$ cat src/design/fvne_pkg.sv
// ----------------------------------------------------------------------------
// fvne_pkg: shared types and arithmetic for the float vector near-equality core
// Holds the request and result types, constants and the single-precision
// helper functions that the lane datapath uses.
// ----------------------------------------------------------------------------
package fvne_pkg;

  localparam int LANES = 4;
  localparam int SLOTS = 4;

  localparam logic [31:0] EPS_RESET = 32'h38D1_B717;
  localparam logic [30:0] FMIN_MAG  = 31'h0080_0000;
  localparam logic [30:0] FMAX_MAG  = 31'h7F7F_FFFF;
  localparam logic [30:0] INF_MAG   = 31'h7F80_0000;
  localparam logic [7:0]  EXP_MAX   = 8'hFF;

  typedef struct packed {
    logic [31:0] a0;
    logic [31:0] a1;
    logic [31:0] a2;
    logic [31:0] a3;
    logic [31:0] b0;
    logic [31:0] b1;
    logic [31:0] b2;
    logic [31:0] b3;
    logic [2:0]  lane_count;
  } req_t;

  typedef struct packed {
    logic [3:0] lane_equal;
    logic       all_equal;
  } rsp_t;

  typedef struct packed {
    logic equal;
    logic any_nan;
    logic any_inf;
    logic any_zero;
    logic sign_diff;
  } lane_flags_t;

  // Leading zero count of a 27-bit word, 27 when the word is zero.
  function automatic logic [4:0] lzc27(input logic [26:0] w);
    logic [4:0] n;
    logic       found;
    n     = 5'd27;
    found = 1'b0;
    for (int i = 26; i >= 0; i--) begin
      if (!found && w[i]) begin
        n     = 5'(26 - i);
        found = 1'b1;
      end
    end
    return n;
  endfunction

  // Normalizes a magnitude sum with three guard bits and rounds it to
  // nearest-even, giving the 31-bit magnitude of a float.
  function automatic logic [30:0] norm_round(input logic [27:0] r, input logic [7:0] ex,
                                             input logic [4:0] lz);
    logic [26:0] n;
    logic [7:0]  e;
    logic [7:0]  sh;
    logic [7:0]  fld;
    logic [30:0] packed_mag;
    logic        rnd;
    if (r[27]) begin
      n = {r[27:2], r[1] | r[0]};
      e = ex + 8'd1;
    end else begin
      sh = ({3'b0, lz} < (ex - 8'd1)) ? {3'b0, lz} : (ex - 8'd1);
      n  = r[26:0] << sh[4:0];
      e  = ex - sh;
    end
    fld        = n[26] ? e : 8'd0;
    packed_mag = {fld, n[25:3]};
    rnd        = n[2] & (n[1] | n[0] | n[3]);
    if (r[27] && e == EXP_MAX) begin
      return INF_MAG;
    end
    return packed_mag + {30'b0, rnd};
  endfunction

  // Epsilon times the smallest normal float, rounded to nearest-even.
  function automatic logic [31:0] tol_from_eps(input logic [31:0] eps);
    logic [7:0]  e;
    logic [7:0]  eff;
    logic [23:0] s;
    logic [7:0]  sh;
    logic [49:0] ext;
    logic [23:0] q;
    logic        g;
    logic        st;
    e   = eps[30:23];
    eff = (e == 8'd0) ? 8'd1 : e;
    s   = {e != 8'd0, eps[22:0]};
    if (e == EXP_MAX) begin
      return eps;
    end
    if (e >= 8'd127) begin
      return {eps[31], e - 8'd126, eps[22:0]};
    end
    sh  = 8'd127 - eff;
    if (sh > 8'd26) begin
      sh = 8'd26;
    end
    ext = {s, 26'b0} >> sh[4:0];
    q   = ext[49:26];
    g   = ext[25];
    st  = |ext[24:0];
    return {eps[31], 7'b0, q + {23'b0, g & (st | q[0])}};
  endfunction

endpackage

$ cat src/design/fvne_merge.sv
// ----------------------------------------------------------------------------
// fvne_merge: lane merge and result register
// Marks unused lanes as equal, forms the all-lanes flag and holds the result
// until it is taken.
// ----------------------------------------------------------------------------
module fvne_merge (
  input  logic                        clk,
  input  logic                        rst,
  input  logic                        ce,
  input  logic                        vld,
  input  logic [fvne_pkg::SLOTS-1:0]  used,
  input  logic [fvne_pkg::SLOTS-1:0]  pass,
  output logic                        rsp_valid,
  output fvne_pkg::rsp_t              rsp
);

  logic [fvne_pkg::SLOTS-1:0] eq_next;

  always_comb begin
    eq_next = ~used | pass;
  end

  always_ff @(posedge clk) begin
    if (rst) begin
      rsp_valid <= 1'b0;
    end else if (ce) begin
      rsp_valid <= vld;
    end
  end

  always_ff @(posedge clk) begin
    if (ce) begin
      rsp.lane_equal <= eq_next;
      rsp.all_equal  <= &eq_next;
    end
  end

endmodule

$ cat config.mk
export PLATFORM = sky130hd
export DESIGN_NAME = fvne_merge
export DESIGN_NICKNAME = d
export VERILOG_FILES = /design/src/design/fvne_pkg.sv /design/src/design/fvne_merge.sv
export SDC_FILE = /design/constraint.sdc
export NUM_CORES = 1
export LEC_CHECK = 0
export ABC_AREA = 1
export BUFFER_PORTS_ARGS = -buffer_cell sky130_fd_sc_hd__buf_4
export CAP_MARGIN = 20
export CORE_AREA = 2 2 39 41
export CTS_BUF_LIST = sky130_fd_sc_hd__clkbuf_4 sky130_fd_sc_hd__clkbuf_8
export DETAILED_ROUTE_END_ITERATION = 6
export DIE_AREA = 0 0 41 43
export PLACE_DENSITY_LB_ADDON = 0.2
export SYNTH_ARGS = -nofsm -noshare
export SYNTH_HDL_FRONTEND = slang
export SYNTH_SLANG_ARGS = --single-unit
export TNS_END_PERCENT = 1
$ cat constraint.sdc
create_clock -name clk -period 0.8 [get_ports clk]
set_input_delay 0.16 -clock clk [delete_from_list [all_inputs] [get_ports clk]]
set_output_delay 0.16 -clock clk [all_outputs]
set_load 0.01 [all_outputs]
**Word-level counts from Yosys, hierarchy flattened**

Cells that the tools add are included.
W data, S select, Z words.

- Bits of input ports: 12
- Flip-flop bits (word level): 6
- Logic and storage cells: 6

- Reductions and logical operators: 1
- Bitwise operators: 2

Operator list:

| cell | number |
|---|---|
| $not A4 Y4 | 1 |
| $or A4 B4 Y4 | 1 |
| $reduce_and A4 Y1 | 1 |

**Logic depth before layout (Yosys ltp)**

Gate-level depths: netlist (run 1).

- Depth after elaboration: 3
- Depth in mapped cells: 4
- Depth with buffers taken out: 4

**Worst setup path after synthesis (run 1)**

OpenSTA, ideal clock, no wires.

- Kind: input to register
- From: input port pass[1] (netlist bit)
- To: register rsp[0] (netlist bit) (data pin)
- Required time: 0.549 ns
- Path slack: 0.221 ns
- Buffers on the path: 0
- Arrival: 0.329 ns
- Cell stages on the path: 4
- Cell sequence: inv_1 nand2_2 nand2_1 nor2_1

- Cells in the longest elaborated chain, start to end: 2

Ends and longest elaborated chain:

| item | line | text |
|---|---|---|
| from (decl) | fvne_merge.sv:12 | `input logic [fvne_pkg::SLOTS-1:0] pass,` |
| $or A4 B4 Y4 | fvne_merge.sv:20 | `eq_next = ~used \| pass;` |
| net eq_next, one bit | fvne_merge.sv:17 | `logic [fvne_pkg::SLOTS-1:0] eq_next;` |
| $reduce_and A4 Y1 | fvne_merge.sv:34 | `rsp.all_equal <= &eq_next;` |
| to (decl) | fvne_merge.sv:14 | `output fvne_pkg::rsp_t rsp` |

The timed path passes the listed nets, and every way through them passes these cells.
A chain may end at the register's enable or synchronous reset.

**Final worst setup path (run 1)**

- From: register rsp[3] (netlist bit)
- To: output port rsp[3] (netlist bit)

No word-level cell between the ends.

==> impl_results.md, run 1 <==
* Outcome: complete, but fails checks
* Failing checks: setup timing
* Post-layout instance area at approximately 440 um2
* Final period util at 1.139
* Num Clock Sinks at 6
* Final setup vio count at 6
* Number of distinct library cells after synthesis at 7
* RSZ-0062 raised after global routing: yes
* Worst Skew at 0 ns
* Final HPWL DP at roughly 370 um
* Synth Cell Area at around 240 um2
* GPL Wtd Cong at roughly 0.50
* Synthesized area per cell at between 10 and 15 um2
* Clock root buffer: clkbuf_4
* Num rows at 14
* DR vias at about 220
* Worst path cell trace: buf_6
* Slew Limit Fails at 0
* Die Y-Extent at between 40 and 50 um
* Worst R2R Setup Slack at 0.25 ns
* Synthesized instance count at 21
* Num CTS Buffers at 3
* Dpl cell area at between 300 and 400 um2
* First-pass GRT wire length at between 700 and 800 um
* Net Count, Synth at 33
* Register area share after synthesis at 0.7234
* Nets@finish at 55
* Vias in the first global route at approximately 190
* Count of final hold-check violations at 0
* Crit path kind: reg2out
* Final wirelength at 472 um
* CP endpoint kind: primary output
* Share of cells above drive strength 1 at 0.5952
* Max_slew headroom at 0.9387
* Max FO, Critical Path at 1
* Max cap viols at 0
* Initial core utilization at 0.1700
* Setup ws final at -0.1110 ns
* Die ar. at 0.001763 mm2
* Reg clk slew, reported paths at ~0.05 ns
* ANT cells at 0
* Top-Level Pins at 18
* CP bufs+invs at 1
* Area growth syn-to-layout at 85.64%
* Initial drt markers at 1
* Antenna Violating Nets Remaining at 0
* Synth warnings at 0
* Setup WS pre-CTS at about 0.083 ns
* Fill count at approximately 150
* # port buffers at 17
* Core Area at approximately 0.0014 mm2
* Setup TNS at -0.5429 ns
* Register bit count reported by yosys at 6
* Max Buffers Root-to-Sink at 2
* H-tree lvl count at 1
* Slowest stage delay, CP at 0.38 ns
* Vias per inst at between 3 and 4
* CP Data Arrival Time at about 0.75 ns
* Hold buffers post-CTS at 0
* GRT overflow at 0
* Total track usage at 0.06586
* CTS tree: done
* Cell area power density at between 1500 and 2000 mW/mm2
* Antenna violations before repair at 0
* Leakage at between 0.2 and 0.25 nW
* Peak supply drop at 632.6 uV
* Drt first pass iters at 3
* Fmax at around 1.1 GHz
* Post-DR wirelength/cell at roughly 8.1 um
* Largest net degree at the start of global routing at 8
* Worst hold path type: in2reg
* Die Span X at between 40 and 50 um
* Residual DRC count at 0
* Worst-Margin Slew at ~0.092 ns
* Tmin final at between 0.9 and 1 ns
* CP max stage cell: edfxtp_1
* Clk_lat worst skew at approximately 0.24 ns
* Critical Path RT at between 0.6 and 0.7 ns
* Crit path launch type: flop
* CP delay by family, top: flip-flops
synthesized netlist by cell type:
cell type / n / share of area
a21oi_1: 1 / 0.021
dfxtp_1: 1 / 0.085
edfxtp_1: 5 / 0.64
inv_1: 5 / 0.080
nand2_1: 5 / 0.080
nand2_2: 3 / 0.080
nor2_1: 1 / 0.016
cell usage in the layout (no fill, tap or decap):
master / Yosys / layout
buf_6: 0 / 6
nor2_1: 1 / 1
nand2_1: 5 / 5
inv_1: 5 / 5
nand2_2: 3 / 3
dfxtp_2: 0 / 1
edfxtp_1: 5 / 5
clkbuf_4: 0 / 4
buf_4: 0 / 11
a21oi_1: 1 / 1
layer usage:
layer / track usage / share of wire / vias up
met3: 0.03141 / 0.097 / 0
li1: - / - / 107
met4: 0.04000 / 0 / 0
met2: 0.1188 / 0.62 / 10
met5: 0 / 0 / -
met1: 0.04967 / 0.28 / 98
per-stage QoR:
step | util | cells | hold slack (ns) | power, mW
6_report | 0.3156 | 58 | 0.06216 | 0.8415
3_3_place_gp | 0.2767 | 54 | 0.3143 | 0.4931
2_1_floorplan | - | 21 | 0.2291 | 0.4131
5_1_grt | 0.3156 | 58 | 0.05959 | 0.8915
4_1_cts | 0.3101 | 58 | 0.05446 | 0.8496
3_5_place_dp | 0.2767 | 54 | 0.3157 | 0.4976
registers in the layout (all words and copies together) (netlist names):
name,flops
rsp,5
rsp_valid,1
report_power, final:
group	total, mW	leakage (nW)	switching, mW	internal [mW]
Sequential	0.378	0.0580	0.0107	0.367
Clock	0.332	0.0184	0.109	0.223
Combinational	0.131	0.141	0.0472	0.0840
Total	0.841	0.217	0.167	0.674
final timing paths:
path,start,end,cells past startpoint
worst min register to register,rsp_valid,rsp_valid,2
worst max-delay path,rsp[3],rsp[3],1
worst min-delay path,rst,rsp_valid,2
worst max register to register,rsp_valid,rsp_valid,2
final cells by class:
cell class / count / area (um2) / share of cell area
clock buffer: 4 / 30.03 / 0.06877
inverter: 5 / 18.77 / 0.04298
multi-input combinational: 10 / 46.29 / 0.1060
sequential: 6 / 171.4 / 0.3925
tap: 16 / 20.02 / 0.04585
timing repair buffer: 17 / 150.1 / 0.3438
timing repair:
action,in CTS,in global routing
cloned,0,0
gates resized for setup,5,2
setup buffers,0,0
setup endpoints to repair,6,6
logic make-up after synthesis:
logic type,share of synthesized area
AOI/OAI and AO/OA,0.02126
buffers and inverters,0.07980
DFF,0.7234
and+or+nand+nor,0.1755
Power figures use the tool's default switching activity.
==> inputs of run 2 (changes only) <==
- ABC_AREA: 1 -> 0
==> impl_results.md, run 2 <==
* Outcome: complete, but fails checks
* Failing checks: setup timing
* CP Depth at 1
* Synth warnings at 0
* Hold path startpoint: rst
* First-pass GRT wire length at around 640 um
* Top cells by area, synth: edfxtp_1 (69%), nand2b_1 (11%), dfxtp_1 (9.2%), mux2i_1 (4.6%), and4_1 (4.0%)
* Post-synthesis adder-cell area fraction at 0
* Num Clock Sinks at 6
* Die Span X at ~41 um
* Most common cell after layout, fill and taps aside: buf_4
* Slowest stage delay, CP at between 0.3 and 0.4 ns
* GPL Wtd Cong at 0.5063
* Post-layout instance area at approximately 420 um2
* Multiplexer share of the synthesized area at 0.04598
* Post-synth top cells: edfxtp_1 (5), nand2b_1 (4)
* Max cap viols at 0
* Total chip power at between 0.8 and 0.9 mW
* CTS tree: done
* Nets@finish at 47
* Largest net degree at the start of global routing at 7
* CP max stage cell: edfxtp_1
* Leakage at roughly 0.18 nW
* Max reg flops at 5
* Synth top area share at 0.6897
* Final cell count without fillers at 50
* Cell area power density at around 2000 mW/mm2
* EDFF count, synth at 5
* Top-count cell post-synth: edfxtp_1
* Core Area at around 0.0014 mm2
* Largest family of logic cells by synthesized area: simple AND/OR/NAND/NOR gates
* Reg-to-Reg Start: rsp_valid
* Post-CTS Setup Inserts at 0
* Final hold slack at a little over 0.06 ns
* Register bit count reported by yosys at 6
* Setup ws final at -0.1166 ns
* Max Buffers Root-to-Sink at 2
* Placed insts at 46
* Area growth syn-to-layout at 90.80%
* R2R depth at 2
* Post-DR wirelength/cell at 8.480 um
* Worst-Margin Slew at approximately 0.13 ns
* Share of cells above drive strength 1 at 0.6471
* Post-synthesis xor/xnor area fraction at 0
* Synth Area in Compound Gates at 0
* ANT cells at 0
* Yosys top cell by area: edfxtp_1
* Synthesized instance count at 13
* Initial core utilization at 0.1573
* Post-synthesis simple-gate area fraction at 0.1724
* Main synth FF type: edfxtp_1
* CP endpoint kind: primary output
* Top-Level Pins at 18
* Slew Limit Fails at 0
* Antenna violations before repair at 0
* Commonest non-fill, non-tap cells in the layout: buf_4 (12), buf_6 (5), edfxtp_1 (5)
* Num rows at 14
* Final period util at 1.146
* Crit path launch type: flop
* Synthesized area per cell at roughly 17 um2
* Count of final hold-check violations at 0
* H-tree lvl count at 1
* Crit path kind: reg2out
* CP delay by family, top: flip-flops
* Residual DRC count at 0
* Hold Path Stages at 2
* Setup TNS at -0.5658 ns
* Net Count, Synth at 25
* Num CTS Buffers at 3
* Most flop-heavy register: rsp
* Worst hold path type: in2reg
* Max_slew headroom at 0.9122
* Max FO, Critical Path at 1
* Worst path cell trace: buf_6
* Clock root buffer: clkbuf_4
* Post-synth ARST share at 0
* Final setup vio count at 6
* Worst setup path startpoint: rsp[2]
* CP bufs+invs at 1
* Reg clk slew, reported paths at approximately 0.050 ns
* Vias in the first global route at approximately 190
* Tmin final at approximately 0.92 ns
* Initial drt markers at 0
* Antenna Violating Nets Remaining at 0
* Die Y-Extent at ~43 um
* Largest regs: rsp x5, rsp_valid x1
* Number of distinct library cells after synthesis at 6
* Clk_lat worst skew at approximately 0.24 ns
* Worst R2R Setup Slack at 0.19 ns
* Peak supply drop at 1133 uV
* Final wirelength at ~420 um
* Vias per inst at about 3.7
* CP Data Arrival Time at ~0.76 ns
* # port buffers at 17
* Worst Skew at 0 ns
* GRT overflow at 0
* Dpl cell area at between 300 and 400 um2
* Critical Path RT at around 0.64 ns
* DR vias at ~180
* Register area share after synthesis at 0.7816
* RSZ-0062 raised after global routing: yes
* Total track usage at 0.06079
* Synth Cell Area at 217.7 um2
* Die ar. at approximately 0.0018 mm2
* Drt first pass iters at 1
* Fmax at about 1.1 GHz
==> run 2: layer usage <==
metal | vias to the layer above | track usage | routed length, um
li1 | 88 | - | -
met2 | 13 | 0.08125 | 225
met1 | 82 | 0.05298 | 151
met4 | 0 | 0.04000 | 0
met5 | - | 0 | 0
met3 | 0 | 0.06283 | 47
==> run 2: area by class of cell <==
type / count / area [um2]
clock buffer: 4 / 30.03
fill: 147 / 968.4
multi-input combinational: 7 / 47.55
sequential: 6 / 171.4
tap: 16 / 20.02
timing repair buffer: 17 / 146.4
==> run 2: worst paths after layout <==
path / end
max: rsp[2]
min reg2reg: rsp_valid
min: rsp_valid
max reg2reg: rsp_valid
==> run 2: timing repair <==
item                                   4_1_cts  5_1_grt
resized for setup                            1        5
hold buffers                                 0        0
cloned                                       0        0
pin swaps                                    0        0
setup endpoints to repair                    6        6
endpoints found under the hold margin        0        0
==> run 2: worst register-to-register path, cell delays in order (launching register included) <==
cell     delay (ns)
dfxtp_2        0.32
mux2i_1        0.13
nor2_1         0.05
==> run 2: cell families after synthesis <==
family	Yosys count
mux	1
simple gates	6
flops	6
==> run 2: power breakdown <==
group / switching (mW) / internal (mW)
Clock: 0.119 / 0.223
Combinational: 0.0375 / 0.0826
Sequential: 0.00987 / 0.367
==> run 2: metrics by stage <==
step | utilization | setup slack, ns
6_report | 0.3002 | -0.1166
3_3_place_gp | 0.2640 | -0.04010
4_1_cts | 0.2884 | -0.1238
2_1_floorplan | - | 0.08002
3_5_place_dp | 0.2640 | -0.06174
5_1_grt | 0.3002 | -0.1506
