==> config.mk <==
export PLATFORM = sky130hd
export DESIGN_NAME = fvne_lane
export DESIGN_NICKNAME = d
export VERILOG_FILES = /design/src/design/fvne_pkg.sv /design/src/design/fvne_lane.sv
export SDC_FILE = /design/constraint.sdc
export NUM_CORES = 2
export LEC_CHECK = 0
export BUFFER_PORTS_ARGS = -buffer_cell sky130_fd_sc_hd__buf_2
export CAP_MARGIN = 20
export CORE_MARGIN = 2
export CORE_UTILIZATION = 43
export DETAILED_ROUTE_END_ITERATION = 7
export SLEW_MARGIN = 25
export SYNTH_ARGS = -nofsm -noshare
export SYNTH_HDL_FRONTEND = slang
export SYNTH_SLANG_ARGS = --single-unit
==> constraint.sdc <==
create_clock -name clk -period 9.1 [get_ports clk]
set_input_delay 0 -clock clk [delete_from_list [all_inputs] [get_ports clk]]
set_output_delay 0 -clock clk [all_outputs]
set_load 0.005 [all_outputs]
==> src/design/fvne_pkg.sv <==
// ----------------------------------------------------------------------------
// fvne_pkg: shared types and arithmetic for the float vector near-equality core
// Holds the request and result types, constants and the single-precision
// helper functions that the lane datapath uses.
// ----------------------------------------------------------------------------
package fvne_pkg;

  localparam int LANES = 4;
  localparam int SLOTS = 4;

  localparam logic [31:0] EPS_RESET = 32'h38D1_B717;
  localparam logic [30:0] FMIN_MAG  = 31'h0080_0000;
  localparam logic [30:0] FMAX_MAG  = 31'h7F7F_FFFF;
  localparam logic [30:0] INF_MAG   = 31'h7F80_0000;
  localparam logic [7:0]  EXP_MAX   = 8'hFF;

  typedef struct packed {
    logic [31:0] a0;
    logic [31:0] a1;
    logic [31:0] a2;
    logic [31:0] a3;
    logic [31:0] b0;
    logic [31:0] b1;
    logic [31:0] b2;
    logic [31:0] b3;
    logic [2:0]  lane_count;
  } req_t;

  typedef struct packed {
    logic [3:0] lane_equal;
    logic       all_equal;
  } rsp_t;

  typedef struct packed {
    logic equal;
    logic any_nan;
    logic any_inf;
    logic any_zero;
    logic sign_diff;
  } lane_flags_t;

  // Leading zero count of a 27-bit word, 27 when the word is zero.
  function automatic logic [4:0] lzc27(input logic [26:0] w);
    logic [4:0] n;
    logic       found;
    n     = 5'd27;
    found = 1'b0;
    for (int i = 26; i >= 0; i--) begin
      if (!found && w[i]) begin
        n     = 5'(26 - i);
        found = 1'b1;
      end
    end
    return n;
  endfunction

  // Normalizes a magnitude sum with three guard bits and rounds it to
  // nearest-even, giving the 31-bit magnitude of a float.
  function automatic logic [30:0] norm_round(input logic [27:0] r, input logic [7:0] ex,
                                             input logic [4:0] lz);
    logic [26:0] n;
    logic [7:0]  e;
    logic [7:0]  sh;
    logic [7:0]  fld;
    logic [30:0] packed_mag;
    logic        rnd;
    if (r[27]) begin
      n = {r[27:2], r[1] | r[0]};
      e = ex + 8'd1;
    end else begin
      sh = ({3'b0, lz} < (ex - 8'd1)) ? {3'b0, lz} : (ex - 8'd1);
      n  = r[26:0] << sh[4:0];
      e  = ex - sh;
    end
    fld        = n[26] ? e : 8'd0;
    packed_mag = {fld, n[25:3]};
    rnd        = n[2] & (n[1] | n[0] | n[3]);
    if (r[27] && e == EXP_MAX) begin
      return INF_MAG;
    end
    return packed_mag + {30'b0, rnd};
  endfunction

  // Epsilon times the smallest normal float, rounded to nearest-even.
  function automatic logic [31:0] tol_from_eps(input logic [31:0] eps);
    logic [7:0]  e;
    logic [7:0]  eff;
    logic [23:0] s;
    logic [7:0]  sh;
    logic [49:0] ext;
    logic [23:0] q;
    logic        g;
    logic        st;
    e   = eps[30:23];
    eff = (e == 8'd0) ? 8'd1 : e;
    s   = {e != 8'd0, eps[22:0]};
    if (e == EXP_MAX) begin
      return eps;
    end
    if (e >= 8'd127) begin
      return {eps[31], e - 8'd126, eps[22:0]};
    end
    sh  = 8'd127 - eff;
    if (sh > 8'd26) begin
      sh = 8'd26;
    end
    ext = {s, 26'b0} >> sh[4:0];
    q   = ext[49:26];
    g   = ext[25];
    st  = |ext[24:0];
    return {eps[31], 7'b0, q + {23'b0, g & (st | q[0])}};
  endfunction

endpackage

==> src/design/fvne_lane.sv <==
// ----------------------------------------------------------------------------
// fvne_lane: one near-equality lane
// Six-stage datapath: classify and order, align and add, leading zero count,
// normalize and round, tolerance product, final compare.
// ----------------------------------------------------------------------------
module fvne_lane (
  input  logic        clk,
  input  logic        ce,
  input  logic [31:0] a,
  input  logic [31:0] b,
  input  logic [31:0] epsilon,
  output logic        pass
);

  // Stage 1: classify operands and order the magnitudes.
  fvne_pkg::lane_flags_t f1, f2, f3, f4, f5;
  logic [23:0] big_sig, sml_sig;
  logic [7:0]  ex1, dist1;

  logic [30:0] xa, xb, big_c, sml_c;
  logic [7:0]  ebig_c, esml_c;
  logic        nan_a, nan_b, inf_a, inf_b, zero_a, zero_b;
  fvne_pkg::lane_flags_t f1_next;

  always_comb begin
    xa     = a[30:0];
    xb     = b[30:0];
    big_c  = (xb > xa) ? xb : xa;
    sml_c  = (xb > xa) ? xa : xb;
    ebig_c = (big_c[30:23] == 8'd0) ? 8'd1 : big_c[30:23];
    esml_c = (sml_c[30:23] == 8'd0) ? 8'd1 : sml_c[30:23];
    nan_a  = (a[30:23] == fvne_pkg::EXP_MAX) && (a[22:0] != 23'd0);
    nan_b  = (b[30:23] == fvne_pkg::EXP_MAX) && (b[22:0] != 23'd0);
    inf_a  = (xa == fvne_pkg::INF_MAG);
    inf_b  = (xb == fvne_pkg::INF_MAG);
    zero_a = (xa == 31'd0);
    zero_b = (xb == 31'd0);
    f1_next.any_nan   = nan_a | nan_b;
    f1_next.any_inf   = inf_a | inf_b;
    f1_next.any_zero  = zero_a | zero_b;
    f1_next.sign_diff = a[31] ^ b[31];
    f1_next.equal     = !(nan_a | nan_b) && ((a == b) || (zero_a && zero_b));
  end

  always_ff @(posedge clk) begin
    if (ce) begin
      f1      <= f1_next;
      big_sig <= {big_c[30:23] != 8'd0, big_c[22:0]};
      sml_sig <= {sml_c[30:23] != 8'd0, sml_c[22:0]};
      ex1     <= ebig_c;
      dist1   <= ebig_c - esml_c;
    end
  end

  // Stage 2: align the smaller magnitude and form sum and difference.
  logic [53:0] al_tmp;
  logic [26:0] y_al;
  logic [27:0] r_add, r_sub;
  logic [27:0] r_sum2, r_dif2;
  logic [7:0]  ex2;

  always_comb begin
    al_tmp = {sml_sig, 30'b0} >> dist1;
    if (dist1 >= 8'd27) begin
      y_al = {26'b0, |sml_sig};
    end else begin
      y_al = {al_tmp[53:28], al_tmp[27] | (|al_tmp[26:0])};
    end
    r_add = {1'b0, big_sig, 3'b0} + {1'b0, y_al};
    r_sub = {1'b0, big_sig, 3'b0} - {1'b0, y_al};
  end

  always_ff @(posedge clk) begin
    if (ce) begin
      f2     <= f1;
      ex2    <= ex1;
      r_sum2 <= r_add;
      r_dif2 <= f1.sign_diff ? r_add : r_sub;
    end
  end

  // Stage 3: leading zero counts.
  logic [27:0] r_sum3, r_dif3;
  logic [7:0]  ex3;
  logic [4:0]  lz_sum3, lz_dif3;

  always_ff @(posedge clk) begin
    if (ce) begin
      f3      <= f2;
      ex3     <= ex2;
      r_sum3  <= r_sum2;
      r_dif3  <= r_dif2;
      lz_sum3 <= fvne_pkg::lzc27(r_sum2[26:0]);
      lz_dif3 <= fvne_pkg::lzc27(r_dif2[26:0]);
    end
  end

  // Stage 4: normalize and round both results.
  logic [30:0] sum4, dif4;

  always_ff @(posedge clk) begin
    if (ce) begin
      f4   <= f3;
      sum4 <= fvne_pkg::norm_round(r_sum3, ex3, lz_sum3);
      dif4 <= fvne_pkg::norm_round(r_dif3, ex3, lz_dif3);
    end
  end

  // Stage 5: clamp the sum, build the rounding boundary of epsilon and
  // multiply it by the clamped sum.
  logic [30:0] lim_c;
  logic [7:0]  ee, eff_e, me;
  logic [23:0] es;
  logic [24:0] msig;
  logic        case2;
  logic [31:0] tol_c;
  logic        tol_bad;
  logic [10:0] delta_c;

  logic [48:0] prod5;
  logic [23:0] dsig5;
  logic [10:0] delta5;
  logic        path1_5, p1_5, p2ok5, dinf5, eodd5;

  always_comb begin
    lim_c   = (sum4 >= fvne_pkg::INF_MAG) ? fvne_pkg::FMAX_MAG : sum4;
    ee      = epsilon[30:23];
    eff_e   = (ee == 8'd0) ? 8'd1 : ee;
    es      = {ee != 8'd0, epsilon[22:0]};
    case2   = (epsilon[22:0] == 23'd0) && (ee >= 8'd2);
    msig    = case2 ? 25'h1FF_FFFF : ({es, 1'b0} - 25'd1);
    me      = case2 ? (ee - 8'd1) : eff_e;
    tol_c   = fvne_pkg::tol_from_eps(epsilon);
    tol_bad = tol_c[31] || ((tol_c[30:23] == fvne_pkg::EXP_MAX) && (tol_c[22:0] != 23'd0));
    delta_c = $signed({3'b0, dif4[30:23]}) - $signed({3'b0, lim_c[30:23]})
              - $signed({3'b0, me}) + 11'sd151;
  end

  always_ff @(posedge clk) begin
    if (ce) begin
      f5      <= f4;
      prod5   <= msig * {1'b1, lim_c[22:0]};
      dsig5   <= {1'b1, dif4[22:0]};
      delta5  <= delta_c;
      path1_5 <= f4.any_zero || (dif4 < fvne_pkg::FMIN_MAG);
      p1_5    <= !tol_bad && (dif4 < tol_c[30:0]);
      p2ok5   <= !epsilon[31] && (epsilon[30:0] != 31'd0)
                 && !((ee == fvne_pkg::EXP_MAX) && (epsilon[22:0] != 23'd0));
      dinf5   <= (dif4 == fvne_pkg::INF_MAG);
      eodd5   <= epsilon[0];
    end
  end

  // Stage 6: compare the difference with the boundary product.
  logic [71:0] lhs, rhs;
  logic [5:0]  lsh;
  logic        lt, eq, p2, pass_next;

  always_comb begin
    lsh = 6'(delta5 + 11'sd23);
    lhs = {48'b0, dsig5} << lsh;
    rhs = {prod5, 23'b0};
    if ($signed(delta5) >= 11'sd26) begin
      lt = 1'b0;
      eq = 1'b0;
    end else if ($signed(delta5) <= -11'sd24) begin
      lt = 1'b1;
      eq = 1'b0;
    end else begin
      lt = lhs < rhs;
      eq = lhs == rhs;
    end
    p2        = p2ok5 && !dinf5 && (lt || (eq && eodd5));
    pass_next = f5.equal || (!f5.any_nan && !f5.any_inf && (path1_5 ? p1_5 : p2));
  end

  always_ff @(posedge clk) begin
    if (ce) begin
      pass <= pass_next;
    end
  end

endmodule

; ---- Word level (Yosys, flattened, before mapping)
; Index checks and enable logic that the tools add are counted.
[totals]
reg_bits = 373
inputBits = 98
out_inout_bits = 1
word_cells = 465
[op_classes]
n_addsub = 18
mul = 1
magnitude_cmp = 13
n_eq_ne = 11
shifts = 5
n_mux = 201
n_bitwise = 15
n_reduce_logical = 154
[op_table]
columns = operator, n
row1 = 31-bit 2-to-1 mux, 7
row2 = 5-bit 2-to-1 mux, 35
row3 = 27-bit 2-to-1 mux, 5
row4 = 32-bit 2-to-1 mux, 4
row5 = 1-bit 2-to-1 mux, 116
row6 = 8-bit 2-to-1 mux, 12
row7 = 31-bit == test (second input constant), 3
row8 = 23-bit nonzero test, 4
row9 = 72-bit == test, 1
row10 = 72-bit less-than comparator, 1
row11 = 24-bit by 6-bit << shifter with 72-bit output, 1
row12 = 1-bit logical AND, 69
row13 = 4-bit 2-to-1 mux, 16
row14 = 31-bit by 1-bit adder with 31-bit output, 2
row15 = 31-bit zero test, 2
row16 = 1-bit zero test, 59
row17 = 27-bit by 5-bit << shifter with 27-bit output, 2
row18 = 54-bit by 8-bit >> shifter with 54-bit output, 1
row19 = 50-bit by 5-bit >> shifter with 50-bit output, 1
row20 = 25-bit by 24-bit multiplier with 49-bit output, 1
row21 = 8-bit == test (second input constant), 6
row22 = 32-bit == test, 1
row23 = 31-bit greater-or-equal comparator (second input constant), 1
row24 = 31-bit greater-than comparator, 1
row25 = 38 further kinds, 67

; ---- Depth between registers and ports, before layout
[logic_depth]
word_depth = 105
ltp_mapped = 39
ltp_nobuf = 38

; ---- Least setup slack after synthesis
; Ideal clock, no wire load.
[synth_path]
path_type = input-to-reg
from = input epsilon[7]
to = register prod5[47], data pin
setup_ns = 0.276
t_arrival_ns = 8.984
t_required_ns = 8.824
path_slack_ns = -0.160
stages = 39
n_path_buf = 3
path_cell_list = clkbuf_1 > or4_1 > nor4_1 > nor2b_1 > nand4_1 > nor4_1 > o31ai_1 > clkbuf_1 > nand2_1 > clkbuf_1 > nand2_1 > fa_1 > inv_1 > fa_1 > inv_1 > fa_1 > inv_1 > fa_1 > (+3 left out) > fa_1 > inv_1 > fa_1 > inv_1 > ha_1 > a21o_1 > or3_1 > nor2b_1 > a21oi_1 > o21ai_0 > a211oi_1 > nor2_1 > o311ai_0 > a21oi_1 > nand3b_1 > and2_1 > o311ai_0 > xor2_1
[synth_between]
elab_chain_len = 4
[synth_rtl]
columns = item, line
row1 = start: declaration, fvne_lane.sv:11  ; input logic [31:0] epsilon,
row2 = branches (longest 2 deep; another with 25-bit by 1-bit subtractor with 25-bit output), n/a
row3 = 25-bit 2-to-1 mux *, fvne_lane.sv:131  ; msig = case2 ? 25'h1FF_FFFF : ({es, 1'b0} - 25'd1);
row4 = 25-bit by 24-bit multiplier with 49-bit output *, fvne_lane.sv:142  ; prod5 <= msig * {1'b1, lim_c[22:0]};
row5 = end signal: assignment, fvne_lane.sv:142
row6 = end: declaration, fvne_lane.sv:120  ; logic [48:0] prod5;
; Every way passes the cells marked *.
; A chain may end at the register's enable or synchronous reset.

; ---- Worst setup path after layout
[layout_path]
from = input epsilon[0]
to = register prod5[42], data pin
; Same word-level chain as after synthesis.

==> summary.txt <==
Status - completed
Cell taking the most area after synthesis - sky130_fd_sc_hd__edfxtp_1
Final min period - 8.75 ns
Global-route wire length before repair - 275 mm
Total number of nets in the final design - 7,332
Number of hold-slack violations in the final timing report - 0
Standard cell core area - 122,000 µm²
Worst Hold Margin - 0.0387 ns
Class of the worst hold path - in -> reg
# diodes - 0
CTS tree - done
Worst-case register-to-register setup slack - 0.45 ns
Width of the chip - 355 µm
CP Max Fanout - 4
Commonest cells after routing, fill and taps aside - sky130_fd_sc_hd__inv_1 (835), sky130_fd_sc_hd__nand2_1 (687), sky130_fd_sc_hd__nor2_1 (659)
Worst R2R End - prod5[42]
Largest cells by area after synthesis - sky130_fd_sc_hd__edfxtp_1 (21%), sky130_fd_sc_hd__fa_1 (19%), sky130_fd_sc_hd__ha_1 (9.5%), sky130_fd_sc_hd__inv_1 (5.9%), sky130_fd_sc_hd__nand2_1 (4.9%)
Final TNS setup - 0 ns
Port bufs - 98
Total of endpoints with negative setup slack in the final report - 0
Distinct cell type count of the synthesized netlist - 116
GPL Wtd Cong - 0.970
Critical setup path kind - in -> reg
Yosys top cell area share - 21.1%
Die H - 355 µm
Async set or reset register ratio after synthesis - 0%
Number of buffers inserted during clock tree synthesis - 41
Drt pass-1 iters - 6
Leading register cell type out of synthesis - sky130_fd_sc_hd__edfxtp_1
Timing endpoint of the critical path - prod5[42]
Master cell of the clock root buffer - sky130_fd_sc_hd__clkbuf_16
Origin of the worst setup path - epsilon[0]
Number of primary I/O pins - 99
Largest net degree at the start of global routing - 110
Worst slew margin relative to its limit - 33.0%
Layout cell share with drive strength beyond 1 - 10.7%
Clock skew - 0.0371 ns
Post-DR vias/cell - 5.83
Sum of overflow across all layers after global routing - 0
CTS HTree Levels - 2
Via count of the routed design - 46,500
Most common cell after layout, fill and taps aside - sky130_fd_sc_hd__inv_1
Clock Pin Slew Worst Setup and Hold Paths - 0.06 ns
Skew-Pair Late Insertion Delay - 0.60 ns
Post-Syn Instances - 6,112
P&R area growth vs syn - 11.6%
Critical-path cell with the highest stage delay - sky130_fd_sc_hd__fa_1
Wire length per cell - 22.4 µm
Remaining design rule violation count - 0
Routed wire length - 179 mm
Number of global-route vias before repair - 46,100
Startpoint kind of the worst setup timing path - input pin
Total routing resource utilization after global routing - 28.0%
Final number of max-transition violations - 0
Starting DRT DRC Count - 4,389
Number of antenna violations at the first check in global routing - 1
Synthesized cell area - 52,900 µm²
Period utilization - 96.2%
Deepest clock path buffer count - 3
Max Cap Viol - 0
Worst path top cell family by delay - adder cells
Startpoint of the worst-slack reg-to-reg timing path - sum4[24]
FMAX - 114 MHz
Slowest Stage Delay on Critical Path - 0.55 ns
Area of combinational cells with multiple inputs - 37,400 µm²
# fillers - 11,800
Starting Density - 43.4%
Sequential-to-total area share from yosys stat - 21.1%
Cell count along the critical path - 42
Worst path bufs/invs - 13
Synth Area per Inst - 8.65 µm²
Rows - 128
Slew @ Worst Pin - 0.992 ns
Total die area - 126,000 µm²
Antenna-violating nets left - 0
CP Capture Type - flop
Worst Reg2Reg Path Length in Cells - 34
CTS Sinks - 371
Critical path required time - 9.44 ns
Area taken by flip-flops and latches - 11,100 µm²
Number of enable-type register cells in the synthesized netlist - 371
Data arrival time of the critical path - 9.09 ns
Number of register bits inferred by synthesis - 371
Detailed-placement wirelength estimate - 144 mm
Yosys warns - 0
cell families after synthesis:
logic type / Yosys count / share of synthesized area [%]
other: 1 / 0.00709
adders and majority gates: 910 / 28.8
and+or+nand+nor: 1982 / 17.1
buffers and inverters: 1182 / 8.61
xor gates and xnor gates: 223 / 3.69
DFF: 371 / 21.1
AOI/OAI and AO/OA: 1238 / 16.0
muxes: 205 / 4.78
worst min-delay path by stage:
stage,startpoint,to,slack (ns),cells after the start
detailed placement,b[19],sml_sig[19],0.33,3
global route,b[28],f1[3],0.05,5
finish,b[23],f1[3],0.04,5
floorplan,epsilon[0],eodd5,0.1,0
global placement,b[19],sml_sig[19],0.34,3
CTS,b[23],f1[3],0.003,5
per-stage QoR:
step                utilization [%]  instance area [µm²]  worst slack (ns)  instances
detailed placement             46.4                56500            -0.441       7810
floorplan                         -                52900            0.0830       6113
finish                         48.4                59000             0.347       7979
global route                   48.4                59000            -0.104       7979
global placement               46.4                56500            -0.395       7810
CTS                            48.3                58800            0.0361       7976
what timing repair did:
action	in CTS	in global routing
hold endpoints to repair	75	0
setup endpoints to repair	0	10
resized for setup	0	16
hold buffers	93	0
buffers inserted	0	1
area by class of cell:
| class | instances | share of cell area, % |
|---|---|---|
| inverter | 850 | 5.41 |
| sequential | 371 | 18.9 |
| timing repair buffer | 500 | 6.60 |
| multi-input combinational | 4560 | 63.3 |
| clock inverter | 28 | 0.551 |
| tap | 1625 | 3.45 |
| clock buffer | 45 | 1.76 |
registers in the layout, summed over array words and instances (netlist names), 11 cells and up:
signal / flops
big_sig: 24
delta5: 11
dif4: 31
dsig5: 23
prod5: 49
r_dif2: 27
r_dif3: 27
r_sum2: 28
r_sum3: 28
sml_sig: 24
sum4: 31
synth_stat cells (all sizes together), types with 19 or more instances:
master	number
inv	842
nand2	690
nor2	669
fa	509
ha	401
edfxtp	371
a21oi	310
clkbuf	253
o21ai	201
xnor2	149
mux2i	115
a21o	104
nor3	99
nand2b	86
nand4	85
a211oi	80
buf	79
xor2	74
nor4	73
nand3	70
a22oi	65
mux2	58
o22ai	55
a311oi	46
and3	37
o211ai	37
or3	33
a31oi	32
mux4	32
nor2b	32
o21bai	31
and2	29
o21a	29
o31ai	28
o221ai	24
or2	23
a221oi	19
per-layer routing:
metal / global-route usage, % / up-vias / routed length [µm]
li1: - / 21400 / -
met2: 47.1 / 1921 / 84900
met3: 3.56 / 406 / 11700
met4: 11.5 / 2 / 8490
met5: 0 / - / 13
met1: 36.6 / 22800 / 73700
worst min-delay path, cell delays in order:
cell and delay [ns]:
sky130_fd_sc_hd__buf_2 0.14, sky130_fd_sc_hd__nand4_1 0.09, sky130_fd_sc_hd__nor2_1 0.05, sky130_fd_sc_hd__o21ai_0 0.06, sky130_fd_sc_hd__o31ai_1 0.10
Power is not shown: default switching activity piles up to over one toggle a cycle in this logic, so the estimate is an artifact.
